## config.mk

```make
export PLATFORM = sky130hd
export DESIGN_NAME = skst_free_enc
export DESIGN_NICKNAME = d
export VERILOG_FILES = /design/src/hw/rtl/sorted_key_slot_table_assert.svh /design/src/hw/rtl/skst_pkg.sv /design/src/hw/rtl/skst_free_enc.sv
export SDC_FILE = /design/constraint.sdc
export NUM_CORES = 1
export LEC_CHECK = 0
export BUFFER_PORTS_ARGS = -buffer_cell sky130_fd_sc_hd__buf_2
export CORE_MARGIN = 8
export CORE_UTILIZATION = 44
export DETAILED_ROUTE_END_ITERATION = 16
export PLACE_DENSITY = 0.91
export SLEW_MARGIN = 20
export SYNTH_ARGS = -nofsm -noshare
export SYNTH_HDL_FRONTEND = slang
export SYNTH_SLANG_ARGS = --single-unit
```

## constraint.sdc

```tcl
create_clock -name vclk -period 4.3
set_input_delay 0.86 -clock vclk [all_inputs]
set_output_delay 0.86 -clock vclk [all_outputs]
set_load 0.005 [all_outputs]
```

## src/hw/rtl/sorted_key_slot_table_assert.svh

```systemverilog
// Assertion macros for the sorted key slot table.
// Each macro expects a clock i_clk and an active-low reset i_rst_n in scope.
`ifndef SORTED_KEY_SLOT_TABLE_ASSERT_SVH
`define SORTED_KEY_SLOT_TABLE_ASSERT_SVH

// The expression holds at every clock edge outside reset.
`define SKST_ASSERT_ALWAYS(lbl, expr, msg) \
    lbl: assert property (@(posedge i_clk) disable iff (!i_rst_n) (expr)) else $error(msg);

// When the trigger holds, the expression holds in the cycle after.
`define SKST_ASSERT_NEXT(lbl, trig, expr, msg) \
    lbl: assert property (@(posedge i_clk) disable iff (!i_rst_n) (trig) |=> (expr)) \
        else $error(msg);

`endif

```

## src/hw/rtl/skst_pkg.sv

```systemverilog
// Package for the sorted key slot table: sizes, codes, state type.
// Used by every module of the block; depends on nothing.
package skst_pkg;

    localparam int MAX_ENTRIES = 64;
    localparam int SLOT_W      = $clog2(MAX_ENTRIES);
    localparam int CNT_W       = $clog2(MAX_ENTRIES + 1);
    localparam int KEY_W       = 64;

    localparam int IN_TDATA_W  = 144;
    localparam int OUT_TDATA_W = 80;
    localparam int F_SLOT_W    = 6;
    localparam int F_CNT_W     = 7;

    typedef enum logic [2:0] {
        OP_FIND      = 3'd0,
        OP_INSERT    = 3'd1,
        OP_REMOVE    = 3'd2,
        OP_REKEY     = 3'd3,
        OP_READ_RANK = 3'd4
    } t_opcode;

    typedef enum logic [2:0] {
        ST_OK        = 3'd0,
        ST_NOT_FOUND = 3'd1,
        ST_EMPTY     = 3'd2,
        ST_FULL      = 3'd3,
        ST_RANGE     = 3'd4
    } t_status;

    typedef enum logic [3:0] {
        S_IDLE,
        S_SRCH_RANK,
        S_SRCH_KEY,
        S_SRCH_CMP,
        S_SRCH_END,
        S_SHIFT,
        S_PLACE,
        S_RR_KEY,
        S_RR_OUT,
        S_RESULT
    } t_state;

    // Write side of a memory, handed from the sequencer to a RAM.
    typedef struct packed {
        logic              we;
        logic [SLOT_W-1:0] addr;
    } t_wr_ctl;

endpackage

```

## src/hw/rtl/skst_free_enc.sv

```systemverilog
// Lowest free slot finder over the slot occupancy vector.
// Depends on skst_pkg for the table size.
module skst_free_enc (
    input  logic [skst_pkg::MAX_ENTRIES-1:0] i_in_use,
    output logic [skst_pkg::SLOT_W-1:0]      o_slot,
    output logic                             o_found
);
    import skst_pkg::*;

    // Scan from the top so the lowest free slot wins.
    always_comb begin
        o_slot  = '0;
        o_found = 1'b0;
        for (int i = MAX_ENTRIES - 1; i >= 0; i--) begin
            if (!i_in_use[i]) begin
                o_slot  = SLOT_W'(i);
                o_found = 1'b1;
            end
        end
    end

endmodule

```

==> flow_metrics.tcl <==
set metrics [dict create \
    drive_gt1_frac 0.340 \
    core_sq_um 1750 \
    syn_area_per_cell_sq_um 5.68 \
    fin_util 0.690 \
    final_antenna_net_count 0 \
    first_pass_iters 4 \
    area_growth_pct 47.2 \
    critPathRequiredTime_ns 3.44 \
    vias 1396 \
    fin_area_sq_um 1200 \
    grt_start_max_net_pins 6 \
    synth_warnings 0 \
    crit_family "compound AO/OA/AOI/OAI gates" \
    clkPwrFrac 0 \
    synth_nets 208 \
    fillCellCount 181 \
    status "finished, final reports clean" \
    hpwl_um 2930 \
    setup_viol 0 \
    die_w_um 59.1 \
    num_rows 15 \
    relSlewSlack 0.727 \
    grt_pass1_vias 1386 \
    fmaxAchievable_mhz 337 \
    wl_per_cell_um 13.4 \
    critical_path.slowest_cell "o41ai_2" \
    worst_setup_path_start_kind "input port" \
    slowest_delay_ns 0.34 \
    post-cts-setup-buffers 0 \
    fp.dieH_um 59.1 \
    crit_top_cell "buf_2" \
    start_util 0.469 \
    period_share 0.690 \
    antenna_found_initial 0 \
    viasPerCell 5.82 \
    hold_viol_final 0 \
    track_usage 0.179 \
    critPathKind "input port to primary output" \
    syn_inst 144 \
    port_buffers 71 \
    finalPower_mw 0.0799 \
    internal_power_mw 0.0367 \
    clock_buffers 0 \
    grt_setup_unrepaired "no" \
    nets 281 \
    place_area_sq_um 1200 \
    diodes 0 \
    pre_cts_slack_ns 1.33 \
    irDropWorstVdd_uv 39.9 \
    ctsResizeCount 0 \
    worst_pin_slew_ns 0.399 \
    cp-end-kind "primary output" \
    p_switching_mw 0.0433 \
    grt-ovfl-total 0 \
    routabilityCongestion 0.869 \
    cp.arrival_ns 2.11 \
    power_density_nw_per_um2 66.3 \
    drt_iter0_drc 41 \
    power_leakage_nw 0.571 \
    finalWirelength_um 3210 \
    p_sw_frac 0.541 \
    crit_chain "buf_2 > nand2_1 > a311oi_1 > o31ai_1 > a21oi_1 > o41ai_2 > buf_2" \
    cts_hold_buf 0 \
    crit_buf_inv 2 \
    finalWorstSetupSlack_ns 1.33 \
    synth_cell_types 33 \
    drc 0 \
    fin_setup_tns_ns 0 \
    grt_pass1_wl_um 5350 \
    ys_seq_area_frac 0 \
    design.seq.count 0 \
    drv_slew 0 \
    hp-class "input port to primary output" \
    path_max_fanout 4 \
    drv_cap 0 \
    finalCriticalPeriod_ns 2.97 \
    worst-path-stages 7 \
    hold_path_depth 4 \
    synthesis.area_sq_um 818 \
    boundaryPins 71 \
    p_seq_frac 0 \
    area.sequential_sq_um 0 \
    dieArea_sq_um 3500 \
    p_comb_frac 1.000 \
]
[logic make-up (layout without fill, tap and decap cells)]
logic type / after synthesis / count (layout) / share of synthesized area
AO/OA/AOI/OAI: 51 / 51 / 0.424
buffers and inverters: 12 / 83 / 0.0550
AND/OR/NAND/NOR: 81 / 81 / 0.521
[metrics by stage]
step,hold WS [ns],cells
3_3_place_gp,2.10,240
3_5_place_dp,2.13,240
6_report,2.12,240
2_1_floorplan,1.84,144
4_1_cts,2.12,240
5_1_grt,2.14,240
[power by group through the flow]
stage                     Clock [mW]  Sequential (mW)  Combinational [mW]
after floorplan                    0                0              0.0276
after global placement             0                0              0.0770
final                              0                0              0.0799
after global routing               0                0              0.0894
after detailed placement           0                0              0.0792
after CTS                          0                0              0.0794
[placed cells by master, fill, tap and decap left out, drive strengths merged]
master,netlist,routed
nor3,6,6
a2111oi,2,2
o41ai,2,2
buf,0,71
or3,1,1
a41o,1,1
nand3,10,10
nand4,14,14
a221oi,1,1
o211ai,3,3
nand2,23,23
o2111ai,1,1
nand2b,4,4
a31oi,5,5
a21o,1,1
a211oi,2,2
or2,1,1
o31ai,2,2
and4,3,3
o311ai,1,1
and3,3,3
inv,12,12
nor2b,5,5
o21ai,11,11
and2b,1,1
nor4,3,3
a21oi,11,11
nor2,7,7
o221ai,1,1
a311o,1,1
a311oi,2,2
a21boi,4,4
[Yosys cell counts (all sizes together)]
library cell   n  area (sq um)
nand2         23          86.3
nand4         14          93.8
inv           12          45.0
a21oi         11          55.1
o21ai         11          55.1
nand3         10          50.1
nor2           7          26.3
nor3           6          30.0
a31oi          5          31.3
nor2b          5          31.3
a21boi         4          30.0
nand2b         4          25.0
and3           3          18.8
and4           3          26.3
nor4           3          18.8
o211ai         3          22.5
a2111oi        2          17.5
a211oi         2          15.0
a311oi         2          17.5
o31ai          2          15.0
o41ai          2          25.0
a21o           1          7.51
a221oi         1          8.76
a311o          1          10.0
a41o           1          10.0
and2b          1          7.51
o2111ai        1          8.76
o221ai         1          8.76
o311ai         1          8.76
or2            1          6.26
or3            1          6.26
[final cells by class]
| type | instances | area (sq um) | share of cell area |
|---|---|---|---|
| multi-input combinational | 132 | 773 | 0.642 |
| timing repair buffer | 71 | 355 | 0.295 |
| inverter | 12 | 45.0 | 0.0374 |
| tap | 25 | 31.3 | 0.0260 |
[final timing paths]
check | from | endpoint
max | i_in_use[62] | o_slot[1]
min | i_in_use[0] | o_slot[1]
[layer usage]
| layer | up-vias | wire, um | track usage |
|---|---|---|---|
| met5 | - | 0 | 0 |
| met1 | 620 | 1300 | 0.204 |
| li1 | 716 | - | - |
| met3 | 2 | 335 | 0.0542 |
| met4 | 0 | 10 | 0.0137 |
| met2 | 58 | 1560 | 0.329 |
No activity file was read; power rests on OpenSTA's default activity.
