<file path="src/hw/rtl/sorted_key_slot_table_assert.svh">
// Assertion macros for the sorted key slot table.
// Each macro expects a clock i_clk and an active-low reset i_rst_n in scope.
`ifndef SORTED_KEY_SLOT_TABLE_ASSERT_SVH
`define SORTED_KEY_SLOT_TABLE_ASSERT_SVH

// The expression holds at every clock edge outside reset.
`define SKST_ASSERT_ALWAYS(lbl, expr, msg) \
    lbl: assert property (@(posedge i_clk) disable iff (!i_rst_n) (expr)) else $error(msg);

// When the trigger holds, the expression holds in the cycle after.
`define SKST_ASSERT_NEXT(lbl, trig, expr, msg) \
    lbl: assert property (@(posedge i_clk) disable iff (!i_rst_n) (trig) |=> (expr)) \
        else $error(msg);

`endif

</file>
<file path="src/hw/rtl/skst_pkg.sv">
// Package for the sorted key slot table: sizes, codes, state type.
// Used by every module of the block; depends on nothing.
package skst_pkg;

    localparam int MAX_ENTRIES = 64;
    localparam int SLOT_W      = $clog2(MAX_ENTRIES);
    localparam int CNT_W       = $clog2(MAX_ENTRIES + 1);
    localparam int KEY_W       = 64;

    localparam int IN_TDATA_W  = 144;
    localparam int OUT_TDATA_W = 80;
    localparam int F_SLOT_W    = 6;
    localparam int F_CNT_W     = 7;

    typedef enum logic [2:0] {
        OP_FIND      = 3'd0,
        OP_INSERT    = 3'd1,
        OP_REMOVE    = 3'd2,
        OP_REKEY     = 3'd3,
        OP_READ_RANK = 3'd4
    } t_opcode;

    typedef enum logic [2:0] {
        ST_OK        = 3'd0,
        ST_NOT_FOUND = 3'd1,
        ST_EMPTY     = 3'd2,
        ST_FULL      = 3'd3,
        ST_RANGE     = 3'd4
    } t_status;

    typedef enum logic [3:0] {
        S_IDLE,
        S_SRCH_RANK,
        S_SRCH_KEY,
        S_SRCH_CMP,
        S_SRCH_END,
        S_SHIFT,
        S_PLACE,
        S_RR_KEY,
        S_RR_OUT,
        S_RESULT
    } t_state;

    // Write side of a memory, handed from the sequencer to a RAM.
    typedef struct packed {
        logic              we;
        logic [SLOT_W-1:0] addr;
    } t_wr_ctl;

endpackage

</file>
<file path="src/hw/rtl/skst_ram.sv">
// Generic single-write, single-read synchronous RAM with registered read data.
// Uses the table package for the write control struct.
module skst_ram #(
    parameter int WIDTH = 8,
    parameter int DEPTH = 64
) (
    input  logic                     i_clk,
    input  skst_pkg::t_wr_ctl        i_wr,
    input  logic [WIDTH-1:0]         i_wdata,
    input  logic [$clog2(DEPTH)-1:0] i_raddr,
    output logic [WIDTH-1:0]         o_rdata
);
    import skst_pkg::*;

    logic [WIDTH-1:0] r_mem [DEPTH];
    logic [WIDTH-1:0] r_rdata;

    always_ff @(posedge i_clk) begin
        if (i_wr.we) begin
            r_mem[i_wr.addr[$clog2(DEPTH)-1:0]] <= i_wdata;
        end
        r_rdata <= r_mem[i_raddr];
    end

    assign o_rdata = r_rdata;

endmodule

</file>
<file path="config.mk">
export PLATFORM = sky130hd
export DESIGN_NAME = skst_ram
export DESIGN_NICKNAME = d
export VERILOG_FILES = /design/src/hw/rtl/sorted_key_slot_table_assert.svh /design/src/hw/rtl/skst_pkg.sv /design/src/hw/rtl/skst_ram.sv
export SDC_FILE = /design/constraint.sdc
export NUM_CORES = 1
export LEC_CHECK = 0
export BUFFER_PORTS_ARGS = -buffer_cell sky130_fd_sc_hd__buf_2
export CAP_MARGIN = 20
export CORE_MARGIN = 2
export CORE_UTILIZATION = 49
export CTS_CLUSTER_DIAMETER = 100
export DETAILED_ROUTE_END_ITERATION = 10
export GPL_ROUTABILITY_DRIVEN = 0
export PLACE_DENSITY = 0.73
export SYNTH_ARGS = -nofsm -noshare
export SYNTH_HDL_FRONTEND = slang
export SYNTH_SLANG_ARGS = --single-unit
</file>
<file path="constraint.sdc">
create_clock -name i_clk -period 2.97 [get_ports i_clk]
set_input_delay 0.7425 -clock i_clk [delete_from_list [all_inputs] [get_ports i_clk]]
set_output_delay 0.7425 -clock i_clk [all_outputs]
set_load 0.005 [all_outputs]
</file>
==> results.md, run 1 <==
* Outcome: completed
* Synth cell types at 40
* Area Overhead vs Synth at 14.6%
* Post-synth top area cell: edfxtp_1
* Max-slew violations at 0
* Antenna violations before repair at 2
* Main flop type after synthesis: edfxtp_1
* Synthesized cell area at 20200 sq um
* Post-CTS Setup Bufs at 0
* Area post-placement at 21600 sq um
* WS Path Type: in -> reg
* Flop and latch count out of synthesis at 520
* HPWL Detailed at 27.4 mm
* Pin count of the biggest net entering global routing at 65
* Storage cell area at 15500 sq um
* Slew headroom at 0.454
* Grt met2 use at 0.340
* Fin Clk Skew at 0.0119 ns
* CP top delay family: multiplexers
* Area occupied by multi-input gates at 4320 sq um
* Mapped Nets at 962
* Core area at 40700 sq um
* Final instance area at 23100 sq um
* CP bufs+invs at 2
* DRT Pass-1 Iters at 5
* Row cnt at 74
* # fillers at 2888
* Req. time, crit path at 3.39 ns
* Max VDD drop at 0.363 mV
* Asr flop ratio synth at 0
* Synth warn at 0
* Overflow after GRT at 0
* Max incr delay on CP at 0.56 ns
* P_leak at 7.40 nW
* Ranking of synthesized cells by area: edfxtp_1 (76%), mux4_2 (14%), nor2_1 (1.5%)
* CTS tree: done
* CTS Root Cell: clkbuf_16
* Max-cap violations at 0
* Gates resized, CTS repair at 0
* Most frequent cells in the layout: edfxtp_1 (512), mux4_2 (126), buf_4 (100)
* Final hold vios at 0
* Final nets at 1099
* Crit end category: register
* Clock transition at path regs at 0.06 ns
* Leading cell type in the layout, fill and taps excluded: edfxtp_1
* Worst EP arrival at 2.91 ns
* Die Height at 207 um
* Global routing's busiest layer: met2
* Critical-path top delay cell: nor3_1
* Worst-skew pair later-pin latency at 0.56 ns
* CP Cell Sequence: clkbuf_8, buf_12, mux4_2, mux2_2, o221a_2, nor3_1, o32ai_1
* Sequential fraction of the synthesis area at 0.770
* Min Tclk post-route at 2.49 ns
* CP max FO at 10
* Post-Syn Area per Cell at 21.5 sq um
* RSZ-0062 raised after global routing: false
* GRT Total Usage at 0.209
* Met1 usage in global routing at 0.289
* Vias per cell at 6.01
* TritonCTS Sinks at 520
* Initial Util at 0.495
* I/O Buffers at 29
* Die area at 42800 sq um
* Die W at 207 um
* Least-Margin Pin Slew at 0.819 ns
* Worst hold path class: in -> reg
* WL/cell at 26.6 um
* Met3 Resource Use GR at 0.0385
* Crit share post-route at 0.838
* Overall power at 14.8 mW
* Vias in the first global route at 9909
* Fin Setup TNS at 0 ns
* Number of synthesized flops with an enable pin at 512
* # IOs at 30
* Via count at 9856
* CTS H-Tree Depth at 2
* Post-synth top area share at 0.762
* Drt drc at 0
* CP Launch Type: primary input
* Antenna Violating Nets Remaining at 0
* N_diodes at 0
* Clock buffer count from CTS at 48
* Fmax achieved at 0.402 GHz
* Layout cell share with drive strength beyond 1 at 0.306
* Endpoints failing setup at 0
* 1st-iter DRT viols at 1279
* Routed wire length at 43.6 mm
* CTS Buffer Depth at 3
* Power per standard cell area at 639 nW/um^2
* First-pass GRT wire length at 64.3 mm
* Post-Syn Instances at 940
* Hold Buf Count CTS at 0
## final timing paths
check,slack (ns),to,from,cells after the start
min reg2reg,0.87,o_rdata[6],r_mem[31][6],3
max reg2reg,0.69,o_rdata[4],r_mem[25][4],5
min,0.44,r_mem[54][7],i_wdata[7],1
max,0.48,o_rdata[4],i_raddr[0],7
## registers in the layout, indices dropped and copies added, names as in the netlist
signal   cells
o_rdata      8
r_mem      512
## through the flow
step | hold WS, ns | setup WS [ns] | std cells | utilization
floorplan | 0.718 | 0.560 | 940 | -
finish | 0.439 | 0.481 | 1641 | 0.567
global route | 0.430 | 0.473 | 1641 | 0.567
global placement | 0.843 | -0.0596 | 1558 | 0.530
detailed placement | 0.857 | -0.0644 | 1558 | 0.530
CTS | 0.416 | 0.519 | 1640 | 0.567
## power breakdown
group / internal (mW) / switching, mW
registers: 8.12 / 0.0278
clock network: 3.35 / 2.51
logic: 0.317 / 0.456
total: 11.8 / 2.99
## synthesized netlist by cell type (3+ instances only)
cell type / n
o2111ai_1: 3
buf_2: 11
mux2i_1: 23
nand2b_1: 7
o22ai_1: 8
nor3_1: 7
a21oi_1: 3
nor2_1: 83
a211oi_1: 4
o221ai_1: 8
clkbuf_1: 17
nand3_1: 13
buf_6: 4
a221oi_1: 6
edfxtp_1: 512
buf_1: 4
buf_4: 13
mux2_2: 13
nor2b_1: 14
o2bb2ai_1: 3
dfxtp_1: 8
nand2_1: 19
a22oi_1: 3
nand3b_1: 3
mux4_2: 126
## area by class of cell
| type | count | share of cell area |
|---|---|---|
| Multi-Input combinational cell | 369 | 0.187 |
| Timing Repair Buffer | 138 | 0.0482 |
| Sequential cell | 520 | 0.672 |
| Tap cell | 532 | 0.0288 |
| Clock inverter | 23 | 0.00921 |
| Clock buffer | 59 | 0.0547 |
## layer usage
layer	vias to the layer above	wire (um)	share of wire
met1	5145	17700	0.41
met5	-	10	0.00023
met3	83	3080	0.071
li1	4188	-	-
met4	2	1240	0.028
met2	438	21600	0.50
## logic make-up (layout without fill, tap and decap cells)
group / after synthesis / count (layout) / synth area share
DFF: 520 / 520 / 0.770
AOI/OAI and AO/OA: 54 / 54 / 0.0207
muxes: 162 / 162 / 0.159
and+or+nand+nor: 153 / 153 / 0.0339
buffers and inverters: 51 / 220 / 0.0157
(Power assumes the default switching activity.)
==> run 2: changes to the inputs <==
clock period = 2.3 ns   (was 2.97 ns; I/O delays follow)
==> run 2 against run 1 <==
Via count rose by 2.8%; final area is 2.8% higher; power grew 33%; sequential power increased by 29%; worst hold slack got worse by 0.0065 ns; global-route usage grew 0.33 points; clock-buffer cell count increased by 4; critical endpoint is now o_rdata[6].
==> results.md, run 2 (same netlist as run 1, synthesis figures left out) <==
* Outcome: completed (unchanged)
* CTS Buffer Depth at 3 (unchanged)
* Die W at 207 um (unchanged)
* I/O Buffers at 29 (unchanged)
* Worst-skew pair later-pin latency at 0.56 ns (about the same)
* Layout cell share with drive strength beyond 1 at 0.342 (was 0.306)
* HPWL Detailed at 28.3 mm (was 27.4 mm)
* Die Height at 207 um (unchanged)
* Vias per cell at 5.94 (was 6.01)
* Pin count of the biggest net entering global routing at 65 (unchanged)
* Critical path startpoint: i_raddr[0] (unchanged)
* Min Tclk post-route at 2.21 ns
* N_diodes at 0 (unchanged)
* Initial Util at 0.495 (unchanged)
* RSZ-0062 raised after global routing: false (unchanged)
* Max reg flops at 512 (unchanged)
* Hold Slack at 0.433 ns (was 0.439 ns)
* CP bufs+invs at 1 (was 2)
* Reg-to-Reg Start: r_mem[28][6] (was r_mem[25][4])
* Post-CTS Setup Bufs at 0 (unchanged)
* Least-Margin Pin Slew at 0.684 ns (was 0.819 ns)
* CP max FO at 19 (was 10)
* GRT Total Usage at 0.212 (was 0.209)
* Req. time, crit path at 2.72 ns (was 3.39 ns)
* Antenna violations before repair at 2 (unchanged)
* Clock power frac at 0.409 (was 0.396)
* Endpoints failing setup at 0 (unchanged)
* Final nets at 1156 (was 1099)
* WS Path Type: in -> reg (unchanged)
* Critical-path top delay cell: mux4_2 (was nor3_1)
* Area post-placement at 22100 sq um (was 21600 sq um)
* Final instance area at 23700 sq um (was 23100 sq um)
* DRT Pass-1 Iters at 5 (unchanged)
* Final core occ at 0.583 (was 0.567)
* Min-delay src: i_raddr[5] (was i_wdata[7])
* Worst EP arrival at 2.63 ns (was 2.91 ns)
* Via count at 10128 (was 9856)
* CP top delay family: multiplexers (unchanged)
* CTS H-Tree Depth at 2 (unchanged)
* Hold Buf Count CTS at 0 (unchanged)
* Area Overhead vs Synth at 17.8% (was 14.6%)
* Sequential Power Share at 0.536 (was 0.551)
* Routed wire length at 44.1 mm (was 43.6 mm)
* Most frequent cells in the layout: edfxtp_1 (512), buf_4 (148), mux4_2 (126) (was edfxtp_1 (512), mux4_2 (126), buf_4 (100))
* WL/cell at 25.8 um (was 26.6 um)
* First-pass GRT wire length at 65.6 mm (was 64.3 mm)
* Combinational fraction of design power at 0.055 (was 0.052)
* Fmax achieved at 0.453 GHz
* Fin cells at 1706 (was 1641)
* Sw frac at 0.202 (about the same)
* 1st-iter DRT viols at 1135 (was 1279)
* Clock buffer count from CTS at 50 (was 48)
* CTS Root Cell: clkbuf_16 (unchanged)
* P_leak at 7.77 nW (was 7.40 nW)
* # IOs at 30 (unchanged)
* Crit share post-route at 0.960
* Power per standard cell area at 828 nW/um^2 (was 639 nW/um^2)
* Dpl cells at 1612 (was 1558)
* Worst hold path class: in -> reg (unchanged)
* Gates resized, CTS repair at 0 (unchanged)
* Internal power at 15.7 mW (was 11.8 mW)
* CP Cell Sequence: clkbuf_8, mux4_2, mux2_2, o221a_2, nor3_1, o32ai_1 (was clkbuf_8, buf_12, mux4_2, mux2_2, o221a_2, nor3_1, o32ai_1)
* Vias in the first global route at 10187 (was 9909)
* Worst slack, placed at -0.504 ns (was -0.0644 ns)
* CP Launch Type: primary input (unchanged)
* Overflow after GRT at 0 (unchanged)
* Max-slew violations at 0 (unchanged)
* Max-cap violations at 0 (unchanged)
* Die area at 42800 sq um (unchanged)
* Slew headroom at 0.544 (was 0.454)
* TritonCTS Sinks at 520 (unchanged)
* Drt drc at 0 (unchanged)
* Antenna Violating Nets Remaining at 0 (unchanged)
* Setup ws final at 0.0909 ns (was 0.481 ns)
* Clock transition at path regs at 0.06 ns (about the same)
* NetSw at 3.96 mW (was 2.99 mW)
* Max incr delay on CP at 0.55 ns (was 0.56 ns)
* Fin Setup TNS at 0 ns (unchanged)
* Crit end category: register (unchanged)
* Core area at 40700 sq um (unchanged)
* Fin Clk Skew at 0.0199 ns (was 0.0119 ns)
* Leading cell type in the layout, fill and taps excluded: edfxtp_1 (unchanged)
* Max VDD drop at 0.572 mV (was 0.363 mV)
* Overall power at 19.7 mW (was 14.8 mW)
* Final hold vios at 0 (unchanged)
* CTS tree: done (unchanged)
* Row cnt at 74 (unchanged)
[run 2: cell types whose count changed in the layout (fill, tap and decap cells not counted)]
| cell | change |
|---|---|
| bufinv_16 | +2 |
| clkbuf_1 | +2 |
| buf_12 | +7 |
| clkbuf_16 | +2 |
| buf_4 | +48 |
| clkinv_2 | +3 |
| clkinvlp_4 | +1 |
| clkinv_4 | +1 |
| inv_6 | -1 |
[run 2: final timing paths]
path / cells after the start / end / slack [ns]
min reg2reg: 4 / o_rdata[7] / 0.88
max reg2reg: 5 / o_rdata[6] / 0.13
min: 3 / o_rdata[2] / 0.43
max: 6 / o_rdata[6] / 0.09
[run 2: power by group through the flow]
stage                     clock network [mW]  logic, mW  registers (mW)
after floorplan                            0      0.559            10.7
after global placement                     0       1.05            10.7
after detailed placement                   0       1.08            10.7
after CTS                               8.17       1.08            10.5
after global routing                    8.55       1.15            10.5
final                                   8.05       1.08            10.5
[run 2: layout make-up]
cell class / instances / area, sq um
fillers: 2853 / 17000
multi-input cells: 369 / 4320
flip-flops and latches: 520 / 15500
well taps: 532 / 666
repair buffers: 193 / 1620
clock buffers: 63 / 1320
clock inverters: 29 / 295
[run 2: metal layers]
metal  up-vias  share of wire  track usage
met3        67          0.081       0.0369
met4         2          0.026       0.0653
met5         -        0.00029            0
met1      5250           0.40        0.299
met2       495           0.50        0.344
li1       4314              -            -
[run 2: worst register-to-register path: stages, from the launching register on]
cell and delay (ns):
edfxtp_1 0.36, mux4_2 0.47, mux2_2 0.30, o221a_2 0.28, nor3_1 0.45, o32ai_1 0.16
==> run 3: changes to the inputs <==
BUFFER_PORTS_ARGS = -buffer_cell sky130_fd_sc_hd__buf_4   (was -buffer_cell sky130_fd_sc_hd__buf_2)
==> run 3 against run 2 <==
Clock-buffer cell count stayed put; flip-flop and latch count unchanged; sequential share of layout area is 0.18 points higher; worst setup slack improved by 0.19 ns; non-clock buffer count decreased by 19; wire length increased by 2.5%; sequential power about the same; fmax is 9.5% higher; register-to-register slack improved by 0.16 ns; core utilization decreased by 0.16 points; final area fell by 0.27%.
==> results.md, run 3 (same netlist as run 1, synthesis figures left out) <==
* Endpoints failing setup at 0 (unchanged)
* Worst-skew pair later-pin latency at 0.58 ns (was 0.56 ns)
* Worst EP arrival at 2.49 ns (was 2.63 ns)
* # IOs at 30 (unchanged)
* CP Launch Type: primary input (unchanged)
* First-pass GRT wire length at 67.1 mm (was 65.6 mm)
* Most frequent cells in the layout: edfxtp_1 (512), buf_4 (161), mux4_2 (126) (was edfxtp_1 (512), buf_4 (148), mux4_2 (126))
* Crit end category: register (unchanged)
* Reg2reg setup slack at 0.29 ns (was 0.13 ns)
* Critical-path top delay cell: mux4_2 (unchanged)
* CTS Root Cell: clkbuf_16 (unchanged)
* TritonCTS Sinks at 520 (unchanged)
* Fin Setup TNS at 0 ns (unchanged)
* Max-slew violations at 0 (unchanged)
* Clock transition at path regs at 0.06 ns (about the same)
* CP max FO at 29 (was 19)
* Die Height at 207 um (unchanged)
* Crit share post-route at 0.877 (was 0.960)
* WS Path Type: in -> reg (unchanged)
* Dpl cells at 1595 (was 1612)
* CTS tree: done (unchanged)
* Max incr delay on CP at 0.53 ns (was 0.55 ns)
* CP bufs+invs at 3 (was 1)
* WL/cell at 26.8 um (was 25.8 um)
* Fmax achieved at 0.496 GHz (was 0.453 GHz)
* Least-Margin Pin Slew at 0.730 ns (was 0.684 ns)
* I/O Buffers at 29 (unchanged)
* Min Tclk post-route at 2.02 ns (was 2.21 ns)
* Worst slack, placed at -0.325 ns (was -0.504 ns)
* Die area at 42800 sq um (unchanged)
* Final nets at 1137 (was 1156)
* CTS Buffer Depth at 3 (unchanged)
* Final hold vios at 0 (unchanged)
* RSZ-0062 raised after global routing: false (unchanged)
* Fin Clk Skew at 0.0124 ns (was 0.0199 ns)
* DRT Pass-1 Iters at 5 (unchanged)
* Die W at 207 um (unchanged)
* Crit path depth at 8 (was 6)
* Final instance area at 23700 sq um (about the same)
* P_leak at 7.72 nW (was 7.77 nW)
* Overflow after GRT at 0 (unchanged)
* Outcome: completed (unchanged)
* Max-cap violations at 0 (unchanged)
* RR Endpoint: o_rdata[4] (was o_rdata[6])
* Area post-placement at 22000 sq um (was 22100 sq um)
* GRT Total Usage at 0.219 (was 0.212)
* Critical path startpoint: i_raddr[0] (unchanged)
* Row cnt at 74 (unchanged)
* CP endpoint: o_rdata[1] (was o_rdata[6])
* HPWL Detailed at 28.2 mm (was 28.3 mm)
* Antenna violations before repair at 2 (unchanged)
* Layout cell share with drive strength beyond 1 at 0.333 (was 0.342)
* CP Cell Sequence: clkbuf_8, buf_12, buf_4, mux4_2, mux2i_1, o2111ai_1, nand2_1, o2bb2ai_1 (was clkbuf_8, mux4_2, mux2_2, o221a_2, nor3_1, o32ai_1)
* Reg-to-Reg Start: r_mem[21][4] (was r_mem[28][6])
* Hold Buf Count CTS at 0 (unchanged)
* Hold Slack at 0.357 ns (was 0.433 ns)
* Area Overhead vs Synth at 17.4% (was 17.8%)
* WHS Path Cells at 2 (was 3)
* Max reg flops at 512 (unchanged)
* Vias per cell at 5.97 (was 5.94)
* Power per standard cell area at 847 nW/um^2 (was 828 nW/um^2)
* Clock buffer count from CTS at 50 (unchanged)
* CP top delay family: multiplexers (unchanged)
* Via count at 10079 (was 10128)
* Initial Util at 0.495 (unchanged)
* Core area at 40700 sq um (unchanged)
* Leading cell type in the layout, fill and taps excluded: edfxtp_1 (unchanged)
* Req. time, crit path at 2.77 ns (was 2.72 ns)
* N_diodes at 0 (unchanged)
* Worst r2r path cells at 6 (was 5)
* Fin cells at 1689 (was 1706)
* Gates resized, CTS repair at 0 (unchanged)
* Slew headroom at 0.513 (was 0.544)
* Max VDD drop at 0.560 mV (was 0.572 mV)
* Vias in the first global route at 10321 (was 10187)
* Routed wire length at 45.2 mm (was 44.1 mm)
* Post-CTS Setup Bufs at 0 (unchanged)
* Antenna Violating Nets Remaining at 0 (unchanged)
* Pin count of the biggest net entering global routing at 65 (unchanged)
* 1st-iter DRT viols at 1048 (was 1135)
* Worst hold path class: in -> reg (unchanged)
* CTS H-Tree Depth at 2 (unchanged)
* Drt drc at 0 (unchanged)
* Setup ws final at 0.283 ns (was 0.0909 ns)
==> run 3: report_power, final <==
part | internal (mW) | switching, mW
registers | 10.5 | 0.0404
logic | 0.463 | 0.606
clock network | 5.08 | 3.39
total | 16.0 | 4.04
==> run 3: how the worst min path moves through the flow <==
stage                       startpoint           to  slack [ns]
after CTS                   i_raddr[5]   o_rdata[1]        0.33
after global placement    r_mem[31][4]   o_rdata[4]        0.80
after global routing        i_raddr[5]   o_rdata[5]        0.35
after detailed placement  r_mem[30][6]   o_rdata[6]        0.83
final                       i_raddr[5]   o_rdata[5]        0.36
after floorplan             i_wdata[0]  r_mem[0][0]        0.67
==> run 3: per-stage QoR <==
| step | utilization | total power, mW |
|---|---|---|
| 2_1_floorplan | - | 11.3 |
| 3_3_place_gp | 0.539 | 11.8 |
| 3_5_place_dp | 0.539 | 11.8 |
| 4_1_cts | 0.581 | 20.2 |
| 5_1_grt | 0.581 | 20.6 |
| 6_report | 0.581 | 20.1 |
==> run 3: final cells by class <==
cell class                      count  area (sq um)
Clock buffer                       63          1360
Tap cell                          532           666
Fill cell                        2900         17100
Multi-Input combinational cell    369          4320
Sequential cell                   520         15500
Clock inverter                     31           340
Timing Repair Buffer              174          1460
==> run 3: metal layers <==
layer,up-vias,routed length (um),GRT usage
met5,-,29,0
met4,4,1230,0.0735
met3,86,3180,0.0380
met2,412,22400,0.350
met1,5294,18400,0.310
li1,4283,-,-
